===== src/hw/rtl/mtfc_pkg.sv =====
`default_nettype none

package mtfc_pkg;

  localparam int ALPHABET     = 256;
  localparam int SYM_W        = 8;
  localparam int CELL_ENTRIES = 8;
  localparam int NUM_CELLS    = (ALPHABET + CELL_ENTRIES - 1) / CELL_ENTRIES;

  typedef logic [SYM_W-1:0] sym_t;

  typedef enum logic {
    DIR_ENCODE = 1'b0,
    DIR_DECODE = 1'b1
  } dir_t;

  // Request traveling down the cell row.
  typedef struct packed {
    logic vld;
    logic start;   // list restored to identity as the request passes
    dir_t dir;
    logic shift;   // still moving entries back by one
    logic hit;     // symbol found, front entry to be rewritten
    sym_t sym;
    sym_t carry;   // entry pushed out of the previous position
    sym_t result;
  } wave_t;

endpackage

`default_nettype wire


===== src/hw/rtl/mtfc_cell.sv =====
`default_nettype none

// Holds CELL_ENTRIES consecutive list positions. A request is registered here before it moves on.
module mtfc_cell (
  input  wire                 clk,
  input  wire                 rst_n,
  input  wire mtfc_pkg::sym_t cell_base,
  input  wire                 front_we,
  input  wire mtfc_pkg::sym_t front_sym,
  input  wire mtfc_pkg::wave_t wave_in,
  output mtfc_pkg::wave_t     wave_out
);

  mtfc_pkg::sym_t  ent_r   [mtfc_pkg::CELL_ENTRIES];
  mtfc_pkg::sym_t  ent_nxt [mtfc_pkg::CELL_ENTRIES];
  mtfc_pkg::wave_t wave_r;
  mtfc_pkg::wave_t wave_nxt;

  always_comb begin
    mtfc_pkg::sym_t pos;
    mtfc_pkg::sym_t old;
    mtfc_pkg::sym_t upd;
    logic           match;
    wave_nxt = wave_in;
    for (int j = 0; j < mtfc_pkg::CELL_ENTRIES; j++) begin
      pos   = cell_base + mtfc_pkg::SYM_W'(j);
      old   = wave_in.start ? pos : ent_r[j];
      upd   = old;
      match = (wave_nxt.dir == mtfc_pkg::DIR_DECODE) ? (pos == wave_nxt.sym)
                                                     : (old == wave_nxt.sym);
      if (wave_nxt.shift) begin
        // position 0 is rewritten once the request leaves the row
        if (pos != '0) begin
          upd = wave_nxt.carry;
        end
        wave_nxt.carry = old;
        if (match) begin
          wave_nxt.shift  = 1'b0;
          wave_nxt.hit    = 1'b1;
          wave_nxt.result = (wave_nxt.dir == mtfc_pkg::DIR_DECODE) ? old : pos;
        end
      end
      ent_nxt[j] = wave_in.vld ? upd : ent_r[j];
    end
    // found symbol written back to the front
    if (front_we) begin
      ent_nxt[0] = front_sym;
    end
  end

  always_ff @(posedge clk) begin
    if (!rst_n) begin
      for (int j = 0; j < mtfc_pkg::CELL_ENTRIES; j++) begin
        ent_r[j] <= cell_base + mtfc_pkg::SYM_W'(j);
      end
      wave_r <= '0;
    end else begin
      for (int j = 0; j < mtfc_pkg::CELL_ENTRIES; j++) begin
        ent_r[j] <= ent_nxt[j];
      end
      wave_r <= wave_nxt;
    end
  end

  assign wave_out = wave_r;

endmodule

`default_nettype wire


===== config.mk =====
export PLATFORM = sky130hd
export DESIGN_NAME = mtfc_cell
export DESIGN_NICKNAME = d
export VERILOG_FILES = /design/src/hw/rtl/mtfc_pkg.sv /design/src/hw/rtl/mtfc_cell.sv
export SDC_FILE = /design/constraint.sdc
export NUM_CORES = 1
export LEC_CHECK = 0
export ABC_AREA = 1
export BUFFER_PORTS_ARGS = -buffer_cell sky130_fd_sc_hd__buf_2
export CORE_ASPECT_RATIO = 0.6
export CORE_UTILIZATION = 43
export DETAILED_ROUTE_END_ITERATION = 7
export GPL_ROUTABILITY_DRIVEN = 0
export PLACE_DENSITY = 0.7
export SYNTH_ARGS = -nofsm -noshare
export SYNTH_HDL_FRONTEND = slang
export SYNTH_SLANG_ARGS = --single-unit

===== constraint.sdc =====
create_clock -name clk -period 3.8 [get_ports clk]
set_clock_uncertainty 0.1 [all_clocks]
set_input_delay 0.19 -clock clk [delete_from_list [all_inputs] [get_ports clk]]
set_output_delay 0.19 -clock clk [all_outputs]
set_load 0.005 [all_outputs]

Yosys cells after proc, flatten, opt, wreduce, memory -nomap -nowiden. Memory sizes are Yosys's and may differ from the RTL's. Index checks and enable logic that the tools add are counted.

Mux-type cells: 91. Bitwise logic cells: 8. $add $sub $neg: 7. $mul: 0. Order comparisons: 0. Reductions and logical operators: 9. Equal/unequal tests: 16. Shift-type cells: 0. Div/mod/pow operators: 0.

Operators by type and width (count): 2-to-1 mux 8 bit (57); == test 8 bit (16); 2-to-1 mux 16 bit (8); nonzero test 8 bit (8); adder 8 x 3 -> 8 bit, second input constant (4); 2-to-1 mux 2 bit (15); adder 8 x 2 -> 8 bit, second input constant (2); 2-to-1 mux 1 bit (11); adder 8 x 1 -> 8 bit, second input constant (1); bitwise OR 1 bit (8); AND reduction 2 bit (1).

Bits in writable memories: 64. ROM bits: 0. Bits in registers: 29. Bits in latches: 0. Logic and storage cells: 140. Memories kept: 1. Output and inout port bits: 29. Input bits: 48.

Memories: ent_r (words 8, bits a word 8, read ports 8, clocked after memory_dff 0, wr ports 8, RTL line mtfc_cell.sv:14) `mtfc_pkg::sym_t ent_r [mtfc_pkg::CELL_ENTRIES];`.

Longest topological paths before layout. An unclocked memory read counts as a cell.

Depth in word-level cells: 22. Gate-level depth with buffers: 27.

Least setup slack after synthesis. Ideal clock, no wire load.

Path type: in2reg. Start point: in cell_base[1]. End point: mem ent_r[1][5] in the netlist's numbering (data pin). Setup slack: 0.724 ns. Buffers on the path: 2. Arrival time: 2.709 ns. Stages on the path: 23. Library setup time: 0.267 ns. Path through: buf_2 -> inv_1 -> ha_1 -> inv_1 -> nand2_1 -> nand2_1 -> nand2_1 -> nand2_1 -> nand2_1 -> nand2_1 -> inv_1 -> nand2_1 -> nor2_1 -> and2_1 -> nand3_2 -> nand2_2 -> nor2_2 -> nand2_1 -> nor2_1 -> buf_2 -> nand2_1 -> o211ai_1 -> o21ai_0.

RTL lines: from (decl) (RTL line mtfc_cell.sv:7) `input wire mtfc_pkg::sym_t cell_base,`; to (decl) (RTL line mtfc_cell.sv:14).

==> flow_metrics.py <==
metrics = {
    "final_layout": {
        "layout_common_cells": "nand2_1, o21ai_0, nand3_1",
        "fillCellCount": 2361,
        "layout.cells.most_common": "nand2_1",
        "seqCellArea_sq_um": 2500,
        "fin_util_pct": 49.7,
        "stdcell_count": 2062,
        "n_antenna_cell": 0,
        "layout-drive-gt1-share_pct": 12.9,
        "area_growth_pct": 11.8,
        "multi_input_area_sq_um": 6400,
        "nNetsFinal": 1812,
    },
    "run_status": {
        "status": "finished, final reports clean",
    },
    "grt": {
        "grt_overflow": 0,
        "grt_max_degree": 89,
        "grt_pass1_vias": 10800,
        "track_usage_pct": 34.9,
        "antenna_found_initial": 0,
        "grt_pass1_wl_um": 61900,
    },
    "power_and_ir_drop": {
        "power_density_nw_per_um2": 318,
        "vdd_ir_drop_max_uv": 245,
        "p_leak_nw": 5.52,
    },
    "yosys": {
        "synth_area_per_cell_sq_um": 5.91,
        "synth_area_leaders": "nand2_1, edfxtp_1, o21ai_0",
        "synthAdderAreaFrac_pct": 1.88,
        "synth_top_area_cell": "nand2_1",
        "ys.flop_type": "edfxtp_1",
        "synth_nets": 1749,
        "syn-cell-area_sq_um": 9960,
        "syn_inst": 1686,
        "synth-xor-area-share_pct": 1.85,
        "yosys.cell_types.count": 49,
        "synth_top_family_by_area": "simple AND/OR/NAND/NOR gates",
        "yosysWarnings": 0,
        "synthArstFlopShare_pct": 0,
        "synth_compound_area_share_pct": 19.6,
        "synth.area.mux_share_pct": 0,
        "synth_top_area_share_pct": 23.6,
        "synth-edff-count": 64,
        "synthSimpleGateAreaFrac_pct": 40.9,
        "seq_area_frac_synth_pct": 25.1,
        "ys_seq_elements": 93,
    },
    "job": {
        "cap_violations": 0,
    },
    "timing": {
        "fin_hold_ws_ns": 0.0137,
        "rsz0062_at_grt": "false",
        "max_freq_ghz": 0.278,
        "min_period_ns": 3.60,
        "final_max_slew_viol_count": 0,
        "worst_pin_slew_ns": 0.938,
        "timing.slew.headroom_pct": 37.5,
        "finalCritPeriodShare_pct": 94.8,
        "setup_viol": 0,
        "fin_tns_setup_ns": 0,
        "finalHoldViolations": 0,
    },
    "floorplan": {
        "coreArea_sq_um": 22400,
        "io_pins": 77,
        "num_rows": 42,
        "initial_utilization_pct": 44.5,
        "die_area_sq_um": 23800,
        "die_x_um": 198,
        "die_y_um": 120,
    },
    "worst_setup_path": {
        "crit_required_ns": 3.88,
        "cpPeakStageDelay_ns": 0.39,
        "r2r_cells": 16,
        "r2r-end": "ent_r[1][25]",
        "cpMostUsedCell": "nand2_1",
        "start_kind": "input pin",
        "reg2reg_slack_ns": 0.37,
        "reg2reg_from": "ent_r[1][0]",
        "cp_slowest_cell": "ha_1",
        "crit_chain": "buf_2, buf_4, ha_1, nand2_1, nor2_2, nand2_1, nand2_2, inv_2, nand2_1, nand3_1, nand2_1, nor2_1, nand3_2, nand3_2, nor2_4, nand2_4, nor2_8, nand2_8, nor2_4, o211ai_1, o21ai_0",
        "critPathTopFamily": "simple AND/OR/NAND/NOR gates",
        "crit_arrival_ns": 3.68,
        "critical_path_class": "input pin to flop",
        "cp_max_fo": 13,
        "crit_buf_inv": 3,
        "end_kind": "flop",
    },
    "worst_hold_path": {
        "worstHoldStart": "front_sym[2]",
        "holdCritPathClass": "input pin to flop",
        "min_to": "ent_r[0][2]",
        "min_path_cells": 3,
    },
    "place": {
        "post-place-cells": 2044,
        "port_buffers": 76,
        "hpwlAfterDp_um": 30400,
    },
    "route": {
        "vias": 12200,
        "detail_route.wirelength_um": 40700,
        "drtPass1Iterations": 8,
        "routed-wl-met2_um": 15600,
        "via_per_inst": 5.90,
        "wl_met1_um": 17100,
        "wl_per_cell_um": 19.7,
        "drtIter0Drc": 1765,
        "drc": 0,
        "highest_layer": "met4",
        "wl_met3_um": 7200,
        "ant_nets": 0,
    },
    "clocking": {
        "clk_pin_slew_ns": 0.08,
        "clk_latency_ns": 0.38,
        "tritoncts": "yes",
        "cts_max_level": 3,
        "clockBufferDepth": 2,
        "numClockSinks": 93,
        "root_buffer": "clkbuf_16",
        "numCtsBuffers": 9,
        "cts_resized": 0,
    },
}
==> metrics by stage <==
step | power [mW] | setup WS [ns] | area, sq um
2_1_floorplan | 2.08 | 0.724 | 9960
3_3_place_gp | 2.46 | 0.0896 | 10800
3_5_place_dp | 2.48 | 0.0276 | 10800
4_1_cts | 3.49 | 0.410 | 11100
5_1_grt | 3.70 | 0.0286 | 11100
6_report | 3.54 | 0.199 | 11100
==> sequential cells by signal (all words and copies together) (netlist names) <==
signal / flops
wave_out: 29
ent_r: 64
==> worst max-delay path by stage <==
stage                               to  cells after the start    startpoint
after floorplan            ent_r[1][5]                     23  cell_base[1]
after global placement    ent_r[1][25]                     19  cell_base[2]
after global routing       wave_out[1]                     22  cell_base[2]
final                     ent_r[1][25]                     21  cell_base[1]
after CTS                 ent_r[1][25]                     21  cell_base[1]
after detailed placement  ent_r[1][25]                     21  cell_base[1]
==> layout make-up <==
| cell class | instances | share of cell area [%] |
|---|---|---|
| sequential | 93 | 22.5 |
| timing repair buffer | 150 | 8.72 |
| multi-input combinational | 1345 | 57.5 |
| clock inverter | 5 | 0.517 |
| inverter | 150 | 5.07 |
| tap | 308 | 3.46 |
| clock buffer | 11 | 2.28 |
==> what timing repair did <==
item	4_1_cts	5_1_grt
hold buffers	2	0
setup buffers	0	0
endpoints found under the hold margin	2	0
==> Yosys cell counts (2+ instances only) <==
| master | count |
|---|---|
| nand3_1 | 173 |
| nor2_4 | 4 |
| nand2_4 | 2 |
| and2_1 | 5 |
| edfxtp_1 | 64 |
| o211ai_1 | 38 |
| clkbuf_1 | 39 |
| inv_1 | 134 |
| nand4_1 | 18 |
| inv_2 | 14 |
| ha_1 | 15 |
| or2_0 | 2 |
| nand3_2 | 3 |
| buf_4 | 15 |
| nor2_2 | 8 |
| o22ai_1 | 6 |
| buf_6 | 4 |
| o21bai_1 | 6 |
| nand2b_1 | 2 |
| o21ai_0 | 198 |
| or2_1 | 2 |
| o21ai_1 | 25 |
| a21boi_0 | 4 |
| nor3_1 | 7 |
| or2_2 | 15 |
| a22oi_1 | 2 |
| nor4_1 | 3 |
| nand2_1 | 626 |
| a21oi_1 | 65 |
| nand2_2 | 8 |
| buf_2 | 36 |
| o21a_1 | 2 |
| dfxtp_1 | 29 |
| nor2_1 | 70 |
| o21ai_2 | 3 |
| xor2_1 | 21 |
| clkinv_1 | 2 |
| buf_1 | 4 |
| a21boi_1 | 2 |
==> layer usage <==
layer  up-vias  GRT usage [%]
met5         -              0
li1       5697              -
met1      5435           50.5
met2       936           47.3
met3        90           13.3
met4         0           9.23
==> kinds of logic after synthesis <==
kind of cell | count (synthesis)
fa+ha+maj | 15
simple gates | 953
compound gates | 356
flops | 93
xor+xnor | 21
buf+inv | 248
==> power by group <==
group,switching (mW),internal (mW),leakage (nW)
Clock,0.469,0.552,0.151
Sequential,0.0285,1.21,0.900
Combinational,0.887,0.393,4.47
==> worst reg2reg max path, stage by stage (launching register included) <==
cell and delay [ns]:
edfxtp_1 0.37, nand2_1 0.10, nand2_1 0.10, o21ai_0 0.24, xor2_1 0.22, nand3_1 0.16
nor3_1 0.21, buf_4 0.19, nand2_1 0.06, nor2_1 0.11, nand3b_2 0.22, nand2_4 0.26
nor2_8 0.10, nand2_8 0.13, nor2_4 0.09, o211ai_1 0.29, o21ai_0 0.18
No activity file was read; power rests on OpenSTA's default activity.
